## src/ecs_pkg.sv

```systemverilog
// ----------------------------------------------------------------------------
// ecs_pkg: shared definitions for the ellipse column span unit
// Default sizes, the root precision and the configuration register map.
// ----------------------------------------------------------------------------
package ecs_pkg;

  // Default field sizes of the ellipse geometry and of screen coordinates.
  localparam int SIZE_BITS_DEF  = 8;
  localparam int COORD_BITS_DEF = 16;

  // Number of fraction bits kept by the square root.
  localparam int ROOT_FRAC = 8;

  // Width of the configuration register index.
  localparam int CFG_IDX_W = 3;

  typedef enum logic [CFG_IDX_W-1:0] {
    CFG_WIDTH      = 3'd0,
    CFG_HEIGHT     = 3'd1,
    CFG_CENTRE_COL = 3'd2,
    CFG_CENTRE_ROW = 3'd3,
    CFG_ROW_OFFSET = 3'd4
  } cfg_idx_t;

endpackage

```

## src/ellipse_column_span_unit.sv

```systemverilog
// ----------------------------------------------------------------------------
// ellipse_column_span_unit: vertical span of one column of a filled ellipse
// Takes a column index and returns the screen column and the top and
// bottom rows of the filled span in that column.
// ----------------------------------------------------------------------------
//
//   Channel   Direction  Handshake             Payload
//   in_       input      in_valid / in_stall   in_column_index
//   out_      output     out_valid / out_stall out_span_valid, out_screen_col,
//                                              out_half_span, out_top_row,
//                                              out_bottom_row
//   cfg_      input      cfg_wr_en             cfg_index, cfg_wdata
//
// One request is accepted per clock while in_stall is low; each result passes
// the front stage, the SIZE_BITS+8 root cells, the scale stage, the SIZE_BITS
// divider cells and the output register, in that order.
// Reset clears every valid flag and loads the register defaults; there is no
// clearing pass, so the unit takes requests in the first cycle after reset.
// Every stage holds its request only while the stage after it is full and
// stalled, so bubbles close up and the chain keeps filling while a finished
// result waits at the output.
// ----------------------------------------------------------------------------
module ellipse_column_span_unit #(
  parameter int SIZE_BITS  = ecs_pkg::SIZE_BITS_DEF,
  parameter int COORD_BITS = ecs_pkg::COORD_BITS_DEF
) (
  input  logic                                   clk,
  input  logic                                   rst_n,
  // Configuration write port.
  input  logic                                   cfg_wr_en,
  input  logic [ecs_pkg::CFG_IDX_W-1:0]          cfg_index,
  input  logic [((SIZE_BITS > COORD_BITS-1) ? SIZE_BITS : COORD_BITS-1)-1:0]
                                                 cfg_wdata,
  // Request channel.
  input  logic                                   in_valid,
  output logic                                   in_stall,
  input  logic [SIZE_BITS-1:0]                   in_column_index,
  // Result channel.
  output logic                                   out_valid,
  input  logic                                   out_stall,
  output logic                                   out_span_valid,
  output logic signed [COORD_BITS:0]             out_screen_col,
  output logic [SIZE_BITS-1:0]                   out_half_span,
  output logic signed [COORD_BITS+1:0]           out_top_row,
  output logic signed [COORD_BITS+1:0]           out_bottom_row
);
  import ecs_pkg::*;

  localparam int S    = SIZE_BITS;
  localparam int PW   = COORD_BITS - 1;        // centre and offset registers
  localparam int RB   = S + ROOT_FRAC;         // root bits, one cell each
  localparam int RW   = RB + 1;                // root remainder width
  localparam int NW   = 2 * S;                 // radicand width
  localparam int NUMW = 2 * S + ROOT_FRAC;     // height times root
  localparam int XW   = ((S > COORD_BITS) ? S : COORD_BITS) + 3;

  // --------------------------------------------------------------------------
  // Configuration registers. Writes must only arrive while the unit is idle;
  // the block does not enforce this. Every stage reads these registers directly.
  // --------------------------------------------------------------------------
  logic [S-1:0]  width_r;
  logic [S-1:0]  height_r;
  logic [PW-1:0] centre_col_r;
  logic [PW-1:0] centre_row_r;
  logic [PW-1:0] row_offset_r;

  always_ff @(posedge clk) begin
    if (!rst_n) begin
      width_r      <= S'(1);
      height_r     <= S'(1);
      centre_col_r <= PW'(1);
      centre_row_r <= PW'(1);
      row_offset_r <= '0;
    end else if (cfg_wr_en) begin
      case (cfg_index)
        CFG_WIDTH:      width_r      <= cfg_wdata[S-1:0];
        CFG_HEIGHT:     height_r     <= cfg_wdata[S-1:0];
        CFG_CENTRE_COL: centre_col_r <= cfg_wdata[PW-1:0];
        CFG_CENTRE_ROW: centre_row_r <= cfg_wdata[PW-1:0];
        CFG_ROW_OFFSET: row_offset_r <= cfg_wdata[PW-1:0];
        default: begin
        end
      endcase
    end
  end

  // --------------------------------------------------------------------------
  // Front stage: offset from the centre column and the radicand
  // v = width^2 - 4*dx^2, clamped at zero for columns outside the ellipse.
  // --------------------------------------------------------------------------
  logic                  fr_valid_r;
  logic                  fr_ok_r;
  logic signed [S:0]     fr_dx_r;
  logic [NW-1:0]         fr_rad_r;
  logic                  fr_ready;

  logic                  col_ok;
  logic signed [S:0]     dx;
  logic [S-1:0]          adx;
  logic [NW-1:0]         w2;
  logic [NW+1:0]         d2;
  logic [NW+1:0]         w2_ext;
  logic [NW-1:0]         rad;

  // Ready chains run from the output back to the request port.
  logic [RB:0]           rt_valid;
  logic [RB:0]           rt_ready;
  logic [RB:0]           rt_ok;
  logic signed [S:0]     rt_dx   [RB+1];
  logic [NW-1:0]         rt_rad  [RB+1];
  logic [RW-1:0]         rt_rem  [RB+1];
  logic [RB-1:0]         rt_root [RB+1];

  always_comb begin
    col_ok = (in_column_index < width_r);
    dx     = $signed({1'b0, in_column_index}) - $signed({2'b00, width_r[S-1:1]});
    adx    = dx[S] ? S'(-dx) : dx[S-1:0];
    w2     = NW'(width_r) * NW'(width_r);
    d2     = {NW'(adx) * NW'(adx), 2'b00};
    w2_ext = (NW+2)'(w2);
    rad    = (w2_ext > d2) ? NW'(w2_ext - d2) : '0;
  end

  assign fr_ready = !fr_valid_r || rt_ready[0];
  assign in_stall = !fr_ready;

  always_ff @(posedge clk) begin
    if (!rst_n) begin
      fr_valid_r <= 1'b0;
    end else if (fr_ready) begin
      fr_valid_r <= in_valid;
    end
  end

  always_ff @(posedge clk) begin
    if (fr_ready && in_valid) begin
      fr_ok_r  <= col_ok;
      fr_dx_r  <= dx;
      fr_rad_r <= rad;
    end
  end

  // --------------------------------------------------------------------------
  // Square root chain: floor(sqrt(v * 2^(2*ROOT_FRAC))), one bit per cell.
  // The radicand is carried unshifted; zeros enter behind it as the cells
  // consume it, which supplies the fraction bits.
  // --------------------------------------------------------------------------
  assign rt_valid[0] = fr_valid_r;
  assign rt_ok[0]    = fr_ok_r;
  assign rt_dx[0]    = fr_dx_r;
  assign rt_rad[0]   = fr_rad_r;
  assign rt_rem[0]   = '0;
  assign rt_root[0]  = '0;

  logic m_ready;
  assign rt_ready[RB] = m_ready;

  for (genvar k = 0; k < RB; k++) begin : g_root
    ecs_root_cell #(
      .SIZE_BITS (SIZE_BITS)
    ) u_cell (
      .clk      (clk),
      .rst_n    (rst_n),
      .up_valid (rt_valid[k]),
      .up_ready (rt_ready[k]),
      .dn_valid (rt_valid[k+1]),
      .dn_ready (rt_ready[k+1]),
      .ok_i     (rt_ok[k]),
      .dx_i     (rt_dx[k]),
      .rad_i    (rt_rad[k]),
      .rem_i    (rt_rem[k]),
      .root_i   (rt_root[k]),
      .ok_o     (rt_ok[k+1]),
      .dx_o     (rt_dx[k+1]),
      .rad_o    (rt_rad[k+1]),
      .rem_o    (rt_rem[k+1]),
      .root_o   (rt_root[k+1])
    );
  end

  // --------------------------------------------------------------------------
  // Scale stage: num = height * root.
  // --------------------------------------------------------------------------
  logic               m_valid_r;
  logic               m_ok_r;
  logic signed [S:0]  m_dx_r;
  logic [NUMW-1:0]    m_num_r;

  logic [S:0]         dv_valid;
  logic [S:0]         dv_ready;
  logic [S:0]         dv_ok;
  logic signed [S:0]  dv_dx  [S+1];
  logic [S-1:0]       dv_rem [S+1];
  logic [S-1:0]       dv_low [S+1];

  assign m_ready = !m_valid_r || dv_ready[0];

  always_ff @(posedge clk) begin
    if (!rst_n) begin
      m_valid_r <= 1'b0;
    end else if (m_ready) begin
      m_valid_r <= rt_valid[RB];
    end
  end

  always_ff @(posedge clk) begin
    if (m_ready && rt_valid[RB]) begin
      m_ok_r  <= rt_ok[RB];
      m_dx_r  <= rt_dx[RB];
      m_num_r <= NUMW'(height_r) * NUMW'(rt_root[RB]);
    end
  end

  // --------------------------------------------------------------------------
  // Rounded division: h = floor((2*num + D) / (2*D)) with D = width * 2^9,
  // which equals floor(((num + width*2^8) >> 9) / width). The half height
  // never reaches 2^SIZE_BITS, so the upper half of the shifted dividend is
  // already below the width and SIZE_BITS divider cells suffice.
  // --------------------------------------------------------------------------
  logic [NUMW:0]  rnd_sum;
  logic [NW-1:0]  dvd;

  always_comb begin
    rnd_sum = (NUMW+1)'(m_num_r) + ((NUMW+1)'(width_r) << ROOT_FRAC);
    dvd     = rnd_sum[NUMW -: NW];
  end

  assign dv_valid[0] = m_valid_r;
  assign dv_ok[0]    = m_ok_r;
  assign dv_dx[0]    = m_dx_r;
  assign dv_rem[0]   = dvd[NW-1:S];
  assign dv_low[0]   = dvd[S-1:0];

  logic o_ready;
  assign dv_ready[S] = o_ready;

  for (genvar j = 0; j < S; j++) begin : g_div
    ecs_div_cell #(
      .SIZE_BITS (SIZE_BITS)
    ) u_cell (
      .clk      (clk),
      .rst_n    (rst_n),
      .up_valid (dv_valid[j]),
      .up_ready (dv_ready[j]),
      .dn_valid (dv_valid[j+1]),
      .dn_ready (dv_ready[j+1]),
      .divisor  (width_r),
      .ok_i     (dv_ok[j]),
      .dx_i     (dv_dx[j]),
      .rem_i    (dv_rem[j]),
      .low_i    (dv_low[j]),
      .ok_o     (dv_ok[j+1]),
      .dx_o     (dv_dx[j+1]),
      .rem_o    (dv_rem[j+1]),
      .low_o    (dv_low[j+1])
    );
  end

  // --------------------------------------------------------------------------
  // Output register: screen column and span rows. A column outside the
  // ellipse reports zero in every field.
  // --------------------------------------------------------------------------
  logic                       out_valid_r;
  logic                       out_span_valid_r;
  logic [COORD_BITS:0]        out_screen_col_r;
  logic [S-1:0]               out_half_span_r;
  logic [COORD_BITS+1:0]      out_top_row_r;
  logic [COORD_BITS+1:0]      out_bottom_row_r;

  logic [XW-1:0]              col_sum;
  logic [XW-1:0]              row_base;
  logic [XW-1:0]              top_sum;
  logic [XW-1:0]              bot_sum;
  logic [S-1:0]               h;

  always_comb begin
    h        = dv_low[S];
    col_sum  = XW'(centre_col_r) + XW'(dv_dx[S]);
    row_base = XW'(centre_row_r) + XW'(row_offset_r);
    top_sum  = row_base - XW'(h);
    bot_sum  = row_base + XW'(h);
  end

  assign o_ready = !out_valid_r || !out_stall;

  always_ff @(posedge clk) begin
    if (!rst_n) begin
      out_valid_r <= 1'b0;
    end else if (o_ready) begin
      out_valid_r <= dv_valid[S];
    end
  end

  always_ff @(posedge clk) begin
    if (o_ready && dv_valid[S]) begin
      out_span_valid_r <= dv_ok[S];
      if (dv_ok[S]) begin
        out_screen_col_r <= col_sum[COORD_BITS:0];
        out_half_span_r  <= h;
        out_top_row_r    <= top_sum[COORD_BITS+1:0];
        out_bottom_row_r <= bot_sum[COORD_BITS+1:0];
      end else begin
        out_screen_col_r <= '0;
        out_half_span_r  <= '0;
        out_top_row_r    <= '0;
        out_bottom_row_r <= '0;
      end
    end
  end

  assign out_valid      = out_valid_r;
  assign out_span_valid = out_span_valid_r;
  assign out_screen_col = out_screen_col_r;
  assign out_half_span  = out_half_span_r;
  assign out_top_row    = out_top_row_r;
  assign out_bottom_row = out_bottom_row_r;

  // --------------------------------------------------------------------------
  // Assertions
  // --------------------------------------------------------------------------
  logic [COORD_BITS+1:0] span_len;
  logic [RW-1:0]         root_bound;

  assign span_len   = out_bottom_row_r - out_top_row_r;
  assign root_bound = RW'(width_r) << ROOT_FRAC;

  // Reset empties the output register.
  a_reset_empty: assert property (@(posedge clk) !rst_n |=> !out_valid_r)
    else $error("result pending right after reset");

  // A span in the ellipse is symmetric about the centre row.
  a_span_sym: assert property (@(posedge clk) disable iff (!rst_n)
    (out_valid_r && out_span_valid_r) |->
      (span_len == ((COORD_BITS+2)'(out_half_span_r) << 1)))
    else $error("span rows not symmetric about the centre");

  // A column outside the ellipse carries zero fields.
  a_outside_zero: assert property (@(posedge clk) disable iff (!rst_n)
    (out_valid_r && !out_span_valid_r) |->
      (out_half_span_r == '0 && out_top_row_r == '0 &&
       out_bottom_row_r == '0 && out_screen_col_r == '0))
    else $error("outside column with nonzero fields");

  // The root of width^2 - 4*dx^2 never exceeds the width.
  a_root_bound: assert property (@(posedge clk) disable iff (!rst_n)
    (rt_valid[RB] && rt_ok[RB]) |-> (RW'(rt_root[RB]) <= root_bound))
    else $error("square root above the width");

  // The divider remainder always stays below the divisor.
  a_div_rem: assert property (@(posedge clk) disable iff (!rst_n)
    (dv_valid[S] && dv_ok[S]) |-> (dv_rem[S] < width_r))
    else $error("divider remainder not below the width");

endmodule

```

## src/ecs_root_cell.sv

```systemverilog
// ----------------------------------------------------------------------------
// ecs_root_cell: one digit step of the integer square root
// Settles one root bit per cell and hands the partial root, the remainder
// and the unused radicand bits to the next cell.
// ----------------------------------------------------------------------------
module ecs_root_cell #(
  parameter int SIZE_BITS = 8
) (
  input  logic                                     clk,
  input  logic                                     rst_n,
  input  logic                                     up_valid,
  output logic                                     up_ready,
  output logic                                     dn_valid,
  input  logic                                     dn_ready,
  input  logic                                     ok_i,
  input  logic signed [SIZE_BITS:0]                dx_i,
  input  logic [2*SIZE_BITS-1:0]                   rad_i,
  input  logic [SIZE_BITS+ecs_pkg::ROOT_FRAC:0]    rem_i,
  input  logic [SIZE_BITS+ecs_pkg::ROOT_FRAC-1:0]  root_i,
  output logic                                     ok_o,
  output logic signed [SIZE_BITS:0]                dx_o,
  output logic [2*SIZE_BITS-1:0]                   rad_o,
  output logic [SIZE_BITS+ecs_pkg::ROOT_FRAC:0]    rem_o,
  output logic [SIZE_BITS+ecs_pkg::ROOT_FRAC-1:0]  root_o
);
  import ecs_pkg::*;

  localparam int RB = SIZE_BITS + ROOT_FRAC;
  localparam int RW = RB + 1;
  localparam int NW = 2 * SIZE_BITS;
  localparam int TW = RW + 2;

  logic                    valid_r;
  logic                    ok_r;
  logic signed [SIZE_BITS:0] dx_r;
  logic [NW-1:0]           rad_r, rad_nxt;
  logic [RW-1:0]           rem_r, rem_nxt;
  logic [RB-1:0]           root_r, root_nxt;
  logic [TW-1:0]           cur;
  logic [TW-1:0]           trial;
  logic                    ge;

  // Bring down the next two radicand bits and try the bit 01 after the root.
  always_comb begin
    cur      = {rem_i, rad_i[NW-1 -: 2]};
    trial    = TW'({root_i, 2'b01});
    ge       = (cur >= trial);
    rem_nxt  = ge ? RW'(cur - trial) : RW'(cur);
    root_nxt = {root_i[RB-2:0], ge};
    rad_nxt  = {rad_i[NW-3:0], 2'b00};
  end

  assign up_ready = !valid_r || dn_ready;

  always_ff @(posedge clk) begin
    if (!rst_n) begin
      valid_r <= 1'b0;
    end else if (up_ready) begin
      valid_r <= up_valid;
    end
  end

  always_ff @(posedge clk) begin
    if (up_ready && up_valid) begin
      ok_r   <= ok_i;
      dx_r   <= dx_i;
      rad_r  <= rad_nxt;
      rem_r  <= rem_nxt;
      root_r <= root_nxt;
    end
  end

  assign dn_valid = valid_r;
  assign ok_o     = ok_r;
  assign dx_o     = dx_r;
  assign rad_o    = rad_r;
  assign rem_o    = rem_r;
  assign root_o   = root_r;

endmodule

```

## src/ecs_div_cell.sv

```systemverilog
// ----------------------------------------------------------------------------
// ecs_div_cell: one step of the restoring divider
// Shifts one dividend bit into the partial remainder, subtracts the
// divisor when it fits and shifts the quotient bit into the low word.
// ----------------------------------------------------------------------------
module ecs_div_cell #(
  parameter int SIZE_BITS = 8
) (
  input  logic                      clk,
  input  logic                      rst_n,
  input  logic                      up_valid,
  output logic                      up_ready,
  output logic                      dn_valid,
  input  logic                      dn_ready,
  input  logic [SIZE_BITS-1:0]      divisor,
  input  logic                      ok_i,
  input  logic signed [SIZE_BITS:0] dx_i,
  input  logic [SIZE_BITS-1:0]      rem_i,
  input  logic [SIZE_BITS-1:0]      low_i,
  output logic                      ok_o,
  output logic signed [SIZE_BITS:0] dx_o,
  output logic [SIZE_BITS-1:0]      rem_o,
  output logic [SIZE_BITS-1:0]      low_o
);

  logic                      valid_r;
  logic                      ok_r;
  logic signed [SIZE_BITS:0] dx_r;
  logic [SIZE_BITS-1:0]      rem_r, rem_nxt;
  logic [SIZE_BITS-1:0]      low_r, low_nxt;
  logic [SIZE_BITS:0]        cur;
  logic [SIZE_BITS:0]        diff;
  logic                      ge;

  // The remainder stays below the divisor, so the difference fits the
  // remainder width whenever the subtraction is taken.
  always_comb begin
    cur     = {rem_i, low_i[SIZE_BITS-1]};
    diff    = cur - {1'b0, divisor};
    ge      = (cur >= {1'b0, divisor});
    rem_nxt = ge ? diff[SIZE_BITS-1:0] : cur[SIZE_BITS-1:0];
    low_nxt = {low_i[SIZE_BITS-2:0], ge};
  end

  assign up_ready = !valid_r || dn_ready;

  always_ff @(posedge clk) begin
    if (!rst_n) begin
      valid_r <= 1'b0;
    end else if (up_ready) begin
      valid_r <= up_valid;
    end
  end

  always_ff @(posedge clk) begin
    if (up_ready && up_valid) begin
      ok_r  <= ok_i;
      dx_r  <= dx_i;
      rem_r <= rem_nxt;
      low_r <= low_nxt;
    end
  end

  assign dn_valid = valid_r;
  assign ok_o     = ok_r;
  assign dx_o     = dx_r;
  assign rem_o    = rem_r;
  assign low_o    = low_r;

endmodule
```

## config.mk

```make
export PLATFORM = sky130hd
export DESIGN_NAME = ellipse_column_span_unit
export DESIGN_NICKNAME = d
export VERILOG_FILES = /design/src/ecs_pkg.sv /design/src/ellipse_column_span_unit.sv /design/src/ecs_root_cell.sv /design/src/ecs_div_cell.sv
export SDC_FILE = /design/constraint.sdc
export NUM_CORES = 2
export LEC_CHECK = 0
export BUFFER_PORTS_ARGS = -buffer_cell sky130_fd_sc_hd__buf_2
export CORE_MARGIN = 5
export CORE_UTILIZATION = 36
export DETAILED_ROUTE_END_ITERATION = 8
export GPL_TIMING_DRIVEN = 1
export PLACE_DENSITY_LB_ADDON = 0.25
export SYNTH_ARGS = -nofsm -noshare
export SYNTH_HDL_FRONTEND = slang
export SYNTH_SLANG_ARGS = --single-unit
```

## constraint.sdc

```tcl
create_clock -name clk -period 23.3 [get_ports clk]
set_clock_uncertainty 0.2 [all_clocks]
set_input_delay 4.66 -clock clk [delete_from_list [all_inputs] [get_ports clk]]
set_output_delay 4.66 -clock clk [all_outputs]
set_load 0.005 [all_outputs]
```

==> impl_metrics.json <==
{
  "status": "finished, final reports clean",
  "portBuffers": 93,
  "numCtsBuffers": 99,
  "drv_slew": 0,
  "critical_path_class": "in2reg",
  "netlist_top_cells_area": "edfxtp_1 (51%), ha_1 (9.2%), fa_1 (5.9%)",
  "clockRootBuffer": "clkbuf_16",
  "drc": 0,
  "grt_pass1_vias": 31100,
  "cts.sinks": 973,
  "hold_viol_final": 0,
  "antenna_left": 0,
  "drv_cap": 0,
  "holdPathEnd": "g_root[7].u_cell.dx_o[5]",
  "die_y_um": 390,
  "cp_max_fo": 15,
  "ctsHtreeMaxLevel": 3,
  "wl_per_cell_um": 16.2,
  "hold_path.class": "reg2reg",
  "worstSetupStartpointType": "input pin",
  "fp.dieArea_sq_um": 152000,
  "vias_per_cell": 4.79,
  "fin_crit_ps": 12480,
  "dpl.cell_count": 6267,
  "async_flop_share_pct": 0,
  "syn_to_final_growth_pct": 12.5,
  "reg2reg_to": "fr_rad_r[14]",
  "fmax_mhz": 80.1,
  "hold_buffers": 0,
  "synth_mux_area_share_pct": 1.81,
  "drt_iter0_drc": 1549,
  "design.core.area_sq_um": 143000,
  "required_ps": 23630,
  "antenna_found_initial": 10,
  "cts.clk_slew.worst_paths_ps": 60,
  "finalNonFillerCells": 6455,
  "first_pass_iters": 8,
  "synth_edf_count": 885,
  "ys_ff_latch": 973,
  "setup_tns_ps": 0,
  "gp_congestion": 0.800,
  "synth_area_per_cell_sq_um": 12.1,
  "grt_max_degree": 89,
  "tightest_slew_ps": 1160,
  "power_density_nw_per_um2": 73.5,
  "fp-row-count": 139,
  "synthAdderAreaFrac_pct": 15.2,
  "synth_most_common_cell": "edfxtp_1",
  "layout.nets": 5033,
  "slew_headroom_pct": 22.7,
  "cp.arrival_ps": 12810,
  "synth_top_area_cell": "edfxtp_1",
  "synth.distinct_cells": 74,
  "grt_first_pass_wirelength_um": 170000,
  "whs_path_depth": 0,
  "reg2reg_slack_ps": 14190,
  "cts_resized": 0,
  "synth_common_cells": "edfxtp_1 (885), inv_1 (442), ha_1 (383)",
  "synth_compound_area_share_pct": 8.67,
  "cts.path.max_buffers": 3,
  "cts_tree": "yes",
  "yosysTopAreaCellShare_pct": 51.2,
  "grt_overflow_total": 0,
  "dp_hpwl_um": 76400,
  "drt_wl_total_um": 105000,
  "clkLatencyLatePin_ps": 700,
  "yosys_warnings": 0,
  "cts_setup_buffers": 0,
  "post-route-period-util_pct": 53.6,
  "io_pins": 95,
  "netlist_area_sq_um": 51900,
  "die_w_um": 390,
  "ff2ff_path_depth": 30,
  "slowest_stage": "mux2i_1",
  "vias": 30900,
  "ir_drop_mv": 0.0738,
  "initial_core_util_pct": 36.1,
  "synthSimpleGateAreaFrac_pct": 11.1,
  "hold_start": "g_root[6].u_cell.dx_o[5]",
  "synth_seq_area_share_pct": 54.6,
  "setup_violations": 0,
  "crit_top_cell": "inv_1",
  "cp_slowest_stage_delay_ps": 870,
  "r2r_start": "width_r[5]",
  "syn_inst": 4294,
  "cp-end-kind": "flop",
  "synth_top_family_by_area": "adder cells",
  "p_leak_nw": 22.8,
  "layout-drive-gt1-share_pct": 9.25,
  "rsz0062_at_grt": "false",
  "num-fill-cells": 13500,
  "grt_usage_pct": 13.8,
  "synthFlopType": "edfxtp_1",
  "synth_xor_area_share_pct": 4.86
}
-- how the worst max path moves through the flow --
stage,start,end,depth (start not counted)
2_1_floorplan,in_column_index[0],fr_rad_r[15],35
3_3_place_gp,in_column_index[0],fr_rad_r[12],33
3_5_place_dp,in_column_index[0],fr_rad_r[4],33
4_1_cts,in_column_index[0],fr_rad_r[14],33
5_1_grt,in_column_index[0],fr_rad_r[14],33
6_report,in_column_index[0],fr_rad_r[14],33
-- metal layers --
metal | wire, um | vias up | track usage (%) | share of wire, %
li1 | - | 15500 | - | -
met1 | 48500 | 14900 | 18.5 | 46
met2 | 50500 | 381 | 23.5 | 48
met3 | 3070 | 157 | 2.07 | 2.9
met4 | 2800 | 0 | 3.86 | 2.7
met5 | 0 | - | 0 | 0
-- sequential cells by signal, indices dropped and copies added, names as in the netlist, 16 cells and up --
register                count
out_top_row                16
g_root.u_cell.dx_o        144
out_bottom_row             17
out_screen_col             17
g_div.u_cell.low_o         64
g_root.u_cell.ok_o         16
g_div.u_cell.rem_o         56
g_root.u_cell.dn_valid     16
m_num_r                    16
g_root.u_cell.root_o      136
g_div.u_cell.dx_o          72
g_root.u_cell.rem_o       230
g_root.u_cell.rad_o        49
-- logic make-up (layout without fill, tap and decap cells) --
kind of cell    after synthesis  count (layout)
simple gates               1202            1202
flops                       973             973
compound gates              699             699
fa+ha+maj                   537             537
buf+inv                     508             762
xor+xnor                    288             288
mux                          86              86
other cells                   1               5
-- per-stage QoR --
step                setup slack (ps)  total power, mW  hold slack [ps]  util (%)  cell area, sq um
CTS                            10780             4.34              163      40.7             58400
global route                   10120             4.51              158      40.7             58400
global placement               10140             2.65              200      38.3             54900
finish                         10820             4.29              170      40.7             58400
detailed placement             10040             2.66              205      38.3             54900
floorplan                      11340             2.51              200         -             51900
-- where the power goes --
group          switching [mW]  total [mW]  internal (mW)
registers             0.00895        1.91           1.90
clock network           0.687        1.66          0.972
logic                   0.411       0.721          0.310
-- cells in the final DEF (no fill, tap or decap), drive strengths merged, types with 26 or more instances in the layout --
master    n
edfxtp  885
inv     446
ha      383
nor2    339
nand2   334
a21oi   197
xnor2   173
fa      154
o21ai   149
buf     134
clkbuf  119
xor2    115
and2    107
a21boi   91
dfxtp    88
nor3     73
nor2b    73
a21o     65
mux2     64
o21a     61
nand2b   49
nand3    48
clkinv   41
or3      32
nand4    29
or2      28
o21bai   26
-- layout make-up --
type / count / area (sq um) / share of cell area (%)
tap: 1903 / 2380 / 4.08
sequential: 973 / 28300 / 48.5
clock inverter: 66 / 873 / 1.50
clock buffer: 119 / 2560 / 4.39
timing repair buffer: 134 / 773 / 1.32
multi-input combinational: 2814 / 21800 / 37.3
inverter: 443 / 1660 / 2.85
antenna: 3 / 7.51 / 0.0129
-- worst max-delay path, delay by kind of cell --
| family | cells | cell delay (ps) |
|---|---|---|
| AOI/OAI and AO/OA | 11 | 2760 |
| xor gates and xnor gates | 3 | 460 |
| adders and majority gates | 7 | 2790 |
| buffers and inverters | 6 | 370 |
| muxes | 1 | 870 |
| and+or+nand+nor | 5 | 890 |
No activity file was read; power rests on OpenSTA's default activity.
